File: src/hdl/erbs_pkg.sv
// Shared types, register indexes and the control program of the spawner.
// Used by erbs_seq, erbs_dp and emission_rate_burst_spawner_unit.
package erbs_pkg;

  localparam int STEP_W = 4;
  localparam int DIV_STEPS = 40;
  localparam int DIV_CNT_W = 6;

  localparam logic [1:0] REG_EMISSION_RATE = 2'd0;
  localparam logic [1:0] REG_BURST_COUNT = 2'd1;
  localparam logic [1:0] REG_BURST_INTERVAL = 2'd2;

  typedef struct packed {
    logic [23:0] tick_dt;
    logic [10:0] free_slots;
  } erbs_in_t;

  typedef struct packed {
    logic [10:0] rate_spawns;
    logic [10:0] burst_spawns;
    logic [10:0] spawn_total;
    logic pool_full;
  } erbs_out_t;

  typedef struct packed {
    logic [31:0] emission_rate;
    logic [10:0] burst_count;
    logic [23:0] burst_interval;
  } erbs_cfg_t;

  typedef enum logic [3:0] {
    OP_NOP,
    OP_LOAD,
    OP_MUL,
    OP_ACC,
    OP_RGRANT,
    OP_FIRST,
    OP_TADD,
    OP_DIV,
    OP_BMUL,
    OP_BGRANT,
    OP_OUT
  } erbs_op_t;

  typedef enum logic [2:0] {
    COND_ADVANCE,
    COND_ALWAYS,
    COND_NO_INPUT,
    COND_SKIP_BURST,
    COND_DIV_MORE,
    COND_OUT_BUSY
  } erbs_cond_t;

  typedef struct packed {
    erbs_op_t op;
    erbs_cond_t cond;
    logic [STEP_W-1:0] target;
  } erbs_cw_t;

  typedef struct packed {
    logic in_valid;
    logic skip_burst;
    logic div_more;
    logic out_busy;
  } erbs_status_t;

  localparam logic [STEP_W-1:0] STEP_LOAD = 4'd0;
  localparam logic [STEP_W-1:0] STEP_DIV = 4'd6;
  localparam logic [STEP_W-1:0] STEP_OUT = 4'd9;

  function automatic erbs_cw_t ucode(input logic [STEP_W-1:0] step);
    erbs_cw_t cw;
    cw = '{op: OP_NOP, cond: COND_ALWAYS, target: STEP_LOAD};
    case (step)
      4'd0: cw = '{op: OP_LOAD, cond: COND_NO_INPUT, target: STEP_LOAD};
      4'd1: cw = '{op: OP_MUL, cond: COND_ADVANCE, target: STEP_LOAD};
      4'd2: cw = '{op: OP_ACC, cond: COND_ADVANCE, target: STEP_LOAD};
      4'd3: cw = '{op: OP_RGRANT, cond: COND_ADVANCE, target: STEP_LOAD};
      4'd4: cw = '{op: OP_FIRST, cond: COND_SKIP_BURST, target: STEP_OUT};
      4'd5: cw = '{op: OP_TADD, cond: COND_ADVANCE, target: STEP_LOAD};
      4'd6: cw = '{op: OP_DIV, cond: COND_DIV_MORE, target: STEP_DIV};
      4'd7: cw = '{op: OP_BMUL, cond: COND_ADVANCE, target: STEP_LOAD};
      4'd8: cw = '{op: OP_BGRANT, cond: COND_ADVANCE, target: STEP_LOAD};
      4'd9: cw = '{op: OP_OUT, cond: COND_OUT_BUSY, target: STEP_OUT};
      4'd10: cw = '{op: OP_NOP, cond: COND_ALWAYS, target: STEP_LOAD};
      default: cw = '{op: OP_NOP, cond: COND_ALWAYS, target: STEP_LOAD};
    endcase
    return cw;
  endfunction

endpackage

File: src/hdl/erbs_seq.sv
// Step counter and control store of the spawner.
// Depends on erbs_pkg for the control word, status and program.
module erbs_seq (
  input  logic clk,
  input  logic rst,
  input  erbs_pkg::erbs_status_t status,
  output erbs_pkg::erbs_cw_t ctrl
);

  logic [erbs_pkg::STEP_W-1:0] step;
  logic [erbs_pkg::STEP_W-1:0] step_next;
  logic [erbs_pkg::STEP_W-1:0] step_inc;
  erbs_pkg::erbs_cw_t cw;

  always_comb begin
    cw = erbs_pkg::ucode(step);
    step_inc = step + erbs_pkg::STEP_W'(1);
  end

  always_comb begin
    case (cw.cond)
      erbs_pkg::COND_ADVANCE: step_next = step_inc;
      erbs_pkg::COND_ALWAYS: step_next = cw.target;
      erbs_pkg::COND_NO_INPUT: step_next = status.in_valid ? step_inc : cw.target;
      erbs_pkg::COND_SKIP_BURST: step_next = status.skip_burst ? cw.target : step_inc;
      erbs_pkg::COND_DIV_MORE: step_next = status.div_more ? cw.target : step_inc;
      erbs_pkg::COND_OUT_BUSY: step_next = status.out_busy ? cw.target : step_inc;
      default: step_next = erbs_pkg::STEP_LOAD;
    endcase
  end

  always_comb begin
    ctrl = cw;
  end

  always_ff @(posedge clk) begin
    if (rst) begin
      step <= erbs_pkg::STEP_LOAD;
    end else begin
      step <= step_next;
    end
  end

endmodule

File: src/hdl/erbs_dp.sv
// Datapath of the spawner: accumulator, burst timer, radix-2 divider,
// slot grants and output register. Driven by erbs_seq; types from erbs_pkg.
module erbs_dp #(
  parameter int POOL_SLOTS = 1024
) (
  input  logic clk,
  input  logic rst,
  input  erbs_pkg::erbs_cw_t ctrl,
  input  erbs_pkg::erbs_cfg_t cfg,
  input  logic in_valid,
  output logic in_ready,
  input  erbs_pkg::erbs_in_t in_data,
  output logic out_valid,
  input  logic out_ready,
  output erbs_pkg::erbs_out_t out_data,
  output erbs_pkg::erbs_status_t status
);

  localparam logic [31:0] POOL_LIMIT = 32'(POOL_SLOTS);

  logic [23:0] dt;
  logic [10:0] avail;
  logic [10:0] avail0;
  logic [39:0] prod;
  logic [47:0] rate_accumulator;
  logic [39:0] burst_timer;
  logic first_burst_done;
  logic [39:0] quot;
  logic [23:0] rem;
  logic [erbs_pkg::DIV_CNT_W-1:0] div_cnt;
  logic [21:0] bprod;
  logic bbig;
  logic [10:0] rate_n;
  logic [10:0] burst_n;
  logic refused;

  logic [10:0] slots_in;
  logic [48:0] acc_sum;
  logic [47:0] acc_sat;
  logic [31:0] whole;
  logic rate_lack;
  logic first_lack;
  logic [40:0] timer_sum;
  logic [39:0] timer_sat;
  logic [24:0] rem_shift;
  logic [24:0] rem_sub;
  logic rem_ge;
  logic [23:0] rem_new;
  logic burst_lack;
  logic out_busy;

  always_comb begin
    if ({21'd0, in_data.free_slots} > POOL_LIMIT) begin
      slots_in = POOL_LIMIT[10:0];
    end else begin
      slots_in = in_data.free_slots;
    end
    acc_sum = {1'b0, rate_accumulator} + {9'd0, prod};
    acc_sat = acc_sum[48] ? '1 : acc_sum[47:0];
    whole = rate_accumulator[47:16];
    rate_lack = whole > {21'd0, avail};
    first_lack = cfg.burst_count > avail;
    timer_sum = {1'b0, burst_timer} + {17'd0, dt};
    timer_sat = timer_sum[40] ? '1 : timer_sum[39:0];
    rem_shift = {rem, quot[39]};
    rem_sub = rem_shift - {1'b0, cfg.burst_interval};
    rem_ge = rem_shift >= {1'b0, cfg.burst_interval};
    rem_new = rem_ge ? rem_sub[23:0] : rem_shift[23:0];
    burst_lack = bbig || (bprod > {11'd0, avail});
    out_busy = out_valid && !out_ready;
  end

  always_comb begin
    in_ready = (ctrl.op == erbs_pkg::OP_LOAD);
    status.in_valid = in_valid;
    status.skip_burst = (cfg.burst_count == 11'd0) || !first_burst_done ||
                        (cfg.burst_interval == 24'd0);
    status.div_more = (div_cnt != '0);
    status.out_busy = out_busy;
  end

  always_ff @(posedge clk) begin
    if (rst) begin
      rate_accumulator <= '0;
      burst_timer <= '0;
      first_burst_done <= 1'b0;
      out_valid <= 1'b0;
    end else begin
      case (ctrl.op)
        erbs_pkg::OP_ACC: begin
          if (cfg.emission_rate != 32'd0) begin
            rate_accumulator <= acc_sat;
          end
        end
        erbs_pkg::OP_RGRANT: begin
          if (cfg.emission_rate != 32'd0 && whole != 32'd0) begin
            if (rate_lack) begin
              rate_accumulator <= '0;
            end else begin
              rate_accumulator <= {32'd0, rate_accumulator[15:0]};
            end
          end
        end
        erbs_pkg::OP_FIRST: begin
          if (cfg.burst_count != 11'd0 && !first_burst_done) begin
            first_burst_done <= 1'b1;
            burst_timer <= '0;
          end
        end
        erbs_pkg::OP_BMUL: begin
          burst_timer <= {16'd0, rem};
        end
        default: begin
        end
      endcase
      if (ctrl.op == erbs_pkg::OP_OUT && !out_busy) begin
        out_valid <= 1'b1;
      end else if (out_ready) begin
        out_valid <= 1'b0;
      end
    end
  end

  always_ff @(posedge clk) begin
    case (ctrl.op)
      erbs_pkg::OP_LOAD: begin
        dt <= in_data.tick_dt;
        avail <= slots_in;
        avail0 <= slots_in;
        rate_n <= '0;
        burst_n <= '0;
        refused <= 1'b0;
      end
      erbs_pkg::OP_MUL: begin
        prod <= 40'(({24'd0, cfg.emission_rate} * {32'd0, dt}) >> 16);
      end
      erbs_pkg::OP_RGRANT: begin
        if (cfg.emission_rate != 32'd0 && whole != 32'd0) begin
          if (rate_lack) begin
            rate_n <= avail;
            avail <= '0;
            refused <= 1'b1;
          end else begin
            rate_n <= whole[10:0];
            avail <= avail - whole[10:0];
          end
        end
      end
      erbs_pkg::OP_FIRST: begin
        if (cfg.burst_count != 11'd0 && !first_burst_done) begin
          if (first_lack) begin
            burst_n <= avail;
            avail <= '0;
            refused <= 1'b1;
          end else begin
            burst_n <= cfg.burst_count;
            avail <= avail - cfg.burst_count;
          end
        end
      end
      erbs_pkg::OP_TADD: begin
        quot <= timer_sat;
        rem <= '0;
        div_cnt <= erbs_pkg::DIV_CNT_W'(erbs_pkg::DIV_STEPS - 1);
      end
      erbs_pkg::OP_DIV: begin
        rem <= rem_new;
        quot <= {quot[38:0], rem_ge};
        div_cnt <= div_cnt - erbs_pkg::DIV_CNT_W'(1);
      end
      erbs_pkg::OP_BMUL: begin
        bbig <= (quot[39:11] != 29'd0);
        bprod <= {11'd0, quot[10:0]} * {11'd0, cfg.burst_count};
      end
      erbs_pkg::OP_BGRANT: begin
        if (burst_lack) begin
          burst_n <= avail;
          avail <= '0;
          refused <= 1'b1;
        end else begin
          burst_n <= bprod[10:0];
          avail <= avail - bprod[10:0];
        end
      end
      erbs_pkg::OP_OUT: begin
        if (!out_busy) begin
          out_data.rate_spawns <= rate_n;
          out_data.burst_spawns <= burst_n;
          out_data.spawn_total <= rate_n + burst_n;
          out_data.pool_full <= refused;
        end
      end
      default: begin
      end
    endcase
  end

  a_grant_fits: assert property (@(posedge clk) disable iff (rst)
    (ctrl.op == erbs_pkg::OP_OUT) |-> ({1'b0, rate_n} + {1'b0, burst_n} <= {1'b0, avail0}))
    else $error("granted spawns exceed free slots");

  a_refused_empty: assert property (@(posedge clk) disable iff (rst)
    (ctrl.op == erbs_pkg::OP_OUT && refused) |-> (avail == 11'd0))
    else $error("refusal with slots left");

  a_rem_below: assert property (@(posedge clk) disable iff (rst)
    (ctrl.op == erbs_pkg::OP_BMUL) |-> (rem < cfg.burst_interval))
    else $error("divider remainder not below interval");

endmodule

File: src/hdl/emission_rate_burst_spawner_unit.sv
// Top level of the emission rate and burst spawner: configuration registers,
// control sequencer and datapath. Depends on erbs_pkg, erbs_seq and erbs_dp.
//
// One transaction on the input is one simulation tick; it yields exactly one
// result transaction. A tick runs the divider only when an interval burst is due
// to be evaluated: the interval count comes from a radix-2 restoring divider that
// retires one quotient bit per cycle over 40 bits. The next tick is taken once
// the result sits in the output register, so it may wait while a previous result
// is still untaken. Write configuration only while no tick is in progress.
module emission_rate_burst_spawner_unit #(
  parameter int POOL_SLOTS = 1024
) (
  input  logic clk,
  input  logic rst,
  input  logic cfg_we,
  input  logic [1:0] cfg_index,
  input  logic [31:0] cfg_data,
  input  logic in_valid,
  output logic in_ready,
  input  erbs_pkg::erbs_in_t in_data,
  output logic out_valid,
  input  logic out_ready,
  output erbs_pkg::erbs_out_t out_data
);

  erbs_pkg::erbs_cfg_t cfg;
  erbs_pkg::erbs_cw_t ctrl;
  erbs_pkg::erbs_status_t status;

  always_ff @(posedge clk) begin
    if (rst) begin
      cfg <= '0;
    end else if (cfg_we) begin
      case (cfg_index)
        erbs_pkg::REG_EMISSION_RATE: cfg.emission_rate <= cfg_data;
        erbs_pkg::REG_BURST_COUNT: cfg.burst_count <= cfg_data[10:0];
        erbs_pkg::REG_BURST_INTERVAL: cfg.burst_interval <= cfg_data[23:0];
        default: begin
        end
      endcase
    end
  end

  erbs_seq u_seq (
    .clk(clk),
    .rst(rst),
    .status(status),
    .ctrl(ctrl)
  );

  erbs_dp #(
    .POOL_SLOTS(POOL_SLOTS)
  ) u_dp (
    .clk(clk),
    .rst(rst),
    .ctrl(ctrl),
    .cfg(cfg),
    .in_valid(in_valid),
    .in_ready(in_ready),
    .in_data(in_data),
    .out_valid(out_valid),
    .out_ready(out_ready),
    .out_data(out_data),
    .status(status)
  );

endmodule

File: config.mk
export PLATFORM = sky130hd
export DESIGN_NAME = emission_rate_burst_spawner_unit
export DESIGN_NICKNAME = d
export VERILOG_FILES = /design/src/hdl/erbs_pkg.sv /design/src/hdl/erbs_seq.sv /design/src/hdl/erbs_dp.sv /design/src/hdl/emission_rate_burst_spawner_unit.sv
export SDC_FILE = /design/constraint.sdc
export NUM_CORES = 2
export LEC_CHECK = 0
export ABC_AREA = 1
export CORE_ASPECT_RATIO = 1.25
export CORE_UTILIZATION = 60
export CTS_CLUSTER_DIAMETER = 60
export DETAILED_ROUTE_END_ITERATION = 12
export DONT_BUFFER_PORTS = 1
export PLACE_DENSITY_LB_ADDON = 0.3
export RECOVER_POWER = 100
export SETUP_SLACK_MARGIN = 0.02
export SYNTH_ARGS = -nofsm -noshare
export SYNTH_HDL_FRONTEND = slang
export SYNTH_HIERARCHICAL = 1
export SYNTH_SLANG_ARGS = --single-unit
File: constraint.sdc
create_clock -name clk -period 5.7 [get_ports clk]
set_clock_uncertainty 0.05 [all_clocks]
set_input_delay 0.855 -clock clk [delete_from_list [all_inputs] [get_ports clk]]
set_output_delay 0.855 -clock clk [all_outputs]
set_load 0.02 [all_outputs]
==> flow_summary.toml <==
[status]
run_status = "complete, but fails checks"
violations = "capacitance limit, slew limit, setup timing"

[grt]
most_used_routing_layer_in_global_routing = "met2"
maximum_number_of_pins_on_one_net_before_global_route_repair = 78
globalRouteMet1Util = 0.443
met3_usage = 0.0785
grt_pass1_vias = 50925
grt_util_met2 = 0.633
first_pass_grt_wire_length_mm = 272
antenna_found_initial = 8
grt_use_total = 0.380
gr-total-overflow = 0

[layout]
fill_cells = 7117
final_layout_size_suffix_gt1_frac = 0.144
area_used_by_multi_input_combinational_logic_um2 = 38900
final_nets = 8934
synthToLayoutAreaGrowth_pct = 16.8
layout.cell_area.non_filler_um2 = 64100
area.sequential_um2 = 9860

[routing]
drt-pass1-iter-count = 6
num_vias = 49962
drt-vias-per-instance = 5.58
postRouteWirelength_mm = 179
detailedRoute.firstIterationViolations = 4467
routed_wire_length_per_instance_um = 20.0
remaining_antenna_violation_count_after_routing = 0
drc = 0

[place]
place_congestion = 1.03
buffer_ports.inserted = 0
placement.cell_area_um2 = 59500
dp_hpwl_mm = 139

[sta]
measured_slew_at_the_worst_slew_check_pin_ns = 4.01
min_period_ns = 6.59
clock.fmax_mhz = 152
rsz0062_at_grt = "true"
number_of_failing_hold_endpoints_at_the_final_stage = 0
share_of_the_cycle_needed_by_the_critical_path_after_routing = 1.16
setup-violations-final = 40
timing_max_transition_violations_final = 441
max_slew_margin = -1.67
totalNegativeSetupSlack_ns = -24.73
fin_ws_ns = -0.894

[clock_network]
number_of_buffers_created_by_cts = 52
clock_sink_count = 379
clk_latency_ns = 0.67
tritoncts = "yes"
cts.path.max_buffers = 3
clk_pin_slew_ns = 0.06
clock_root_buffer = "sky130_fd_sc_hd__clkbuf_16"
cts_hold_buffers = 0
cts-htree-levels = 2

[setup_path]
required_ns = 6.03
cp_max_fo = 6
critical_path_at_ns = 6.92
worst_setup_path_end_kind = "register"
criticalPathCategory = "register to register"
worst_setup_path_start_kind = "register"

[power_and_ir_drop]
power_leakage_nw = 34.4
worst_ir_drop_vdd_mv = 0.967
power-per-cell-area_nw_per_um2 = 605
p_total_w = 0.0388

[yosys]
synthesis.area_per_instance_um2 = 7.36
syn-num-nets = 8664
yosysWarnings = 6
synth.cell_area_um2 = 54900
mapped_cells = 7455

[floorplanning]
num_rows = 123
die-area_um2 = 92700
ios = 110
effective_utilization_at_floorplan = 0.608
core-area_um2 = 90300
fp.dieW_um = 273
die_height_um = 340

[run]
max_cap_violations = 12

[min_path]
worstHoldPathType = "input pin to register"
==> per-stage QoR <==
step / cells / util / setup slack, ns / hold slack [ns]
finish: 8961 / 0.710 / -0.894 / 0.212
detailed placement: 8759 / 0.658 / -0.897 / 0.393
global placement: 8759 / 0.658 / -0.874 / 0.382
floorplan: 7455 / - / -0.115 / 0.350
global route: 8959 / 0.710 / -1.06 / 0.202
CTS: 8906 / 0.692 / -0.650 / 0.220
==> per-layer routing <==
| layer | share of wire | wire (um) |
|---|---|---|
| met5 | 0.00032 | 57 |
| met4 | 0.083 | 14800 |
| met3 | 0.090 | 16100 |
| met2 | 0.47 | 84400 |
| met1 | 0.36 | 63600 |
==> registers in the layout, summed over array words and instances, names as in the netlist, 4 cells and up <==
register and count:
u_seq/step 4, u_dp/div_cnt 6, u_dp/burst_n 11, u_dp/quot 40, u_dp/rate_n 11, u_dp/prod 40
u_seq/ctrl 9, u_dp/bprod 22, u_dp/out_data 34, u_dp/rem 24, cfg 67, u_dp/dt 24
u_dp/rate_accumulator 48, u_dp/burst_timer 24, u_dp/avail 11
==> layout by cell type (no fill, tap or decap), types with 79 or more instances in the layout <==
master,count
sky130_fd_sc_hd__edfxtp_1,225
sky130_fd_sc_hd__ha_1,354
sky130_fd_sc_hd__a21oi_1,276
sky130_fd_sc_hd__nand4_1,103
sky130_fd_sc_hd__nand2_1,1976
sky130_fd_sc_hd__nor2_1,393
sky130_fd_sc_hd__inv_1,1750
sky130_fd_sc_hd__buf_4,332
sky130_fd_sc_hd__inv_2,120
sky130_fd_sc_hd__fa_1,700
sky130_fd_sc_hd__dfxtp_1,145
sky130_fd_sc_hd__o21ai_0,134
sky130_fd_sc_hd__buf_12,79
sky130_fd_sc_hd__nand3_1,266
==> critical path, stage by stage (launching register included) <==
cell and delay [ns]:
sky130_fd_sc_hd__edfxtp_1 0.38, sky130_fd_sc_hd__buf_12 0.17, sky130_fd_sc_hd__buf_4 0.19, sky130_fd_sc_hd__nand2_1 0.09, sky130_fd_sc_hd__fa_1 0.49, sky130_fd_sc_hd__fa_1 0.55
sky130_fd_sc_hd__inv_1 0.05, sky130_fd_sc_hd__fa_1 0.48, sky130_fd_sc_hd__fa_1 0.57, sky130_fd_sc_hd__fa_1 0.45, sky130_fd_sc_hd__fa_1 0.53, sky130_fd_sc_hd__inv_1 0.06
sky130_fd_sc_hd__fa_2 0.58, sky130_fd_sc_hd__inv_2 0.06, sky130_fd_sc_hd__ha_4 0.25, sky130_fd_sc_hd__inv_1 0.10, sky130_fd_sc_hd__o21ai_1 0.14, sky130_fd_sc_hd__a21oi_2 0.18
sky130_fd_sc_hd__a21boi_4 0.28, sky130_fd_sc_hd__nor2_2 0.09, sky130_fd_sc_hd__nor2_2 0.13, sky130_fd_sc_hd__nor2_1 0.07, sky130_fd_sc_hd__nor2_1 0.16, sky130_fd_sc_hd__nand2_1 0.09
sky130_fd_sc_hd__nand2_1 0.07, sky130_fd_sc_hd__nand2_1 0.05
==> cell type report <==
cell class	count	area share
Antenna cell	6	0.000234
Clock buffer	65	0.0219
Clock inverter	32	0.00568
Inverter	1878	0.110
Multi-Input combinational cell	4917	0.606
Sequential cell	379	0.154
Tap cell	1187	0.0232
Timing Repair Buffer	497	0.0791
==> report_power, final <==
group          switching (W)  internal [W]  leakage, nW
clock network        0.00142       0.00193        0.848
registers           0.000535       0.00397         3.36
logic                 0.0178        0.0131         30.2
total                 0.0198        0.0190         34.4
==> final timing paths <==
check,endpoint,startpoint,cells after the start,slack [ns]
worst max-delay path,u_dp/prod[36],u_dp/dt[10],25,-0.89
worst min-delay path,u_dp/rate_accumulator[23],rst,1,0.21
worst max register to register,u_dp/prod[36],u_dp/dt[10],25,-0.89
worst min register to register,u_dp/out_data[0],u_dp/refused,0,0.40
==> repair_timing <==
action,4_1_cts,5_1_grt
buffers inserted,48,47
endpoints found under the setup margin,40,40
resized for setup,212,396
pin swaps,113,196
gates cloned,2,7
Note: power is estimated with default switching activity, not from simulation.
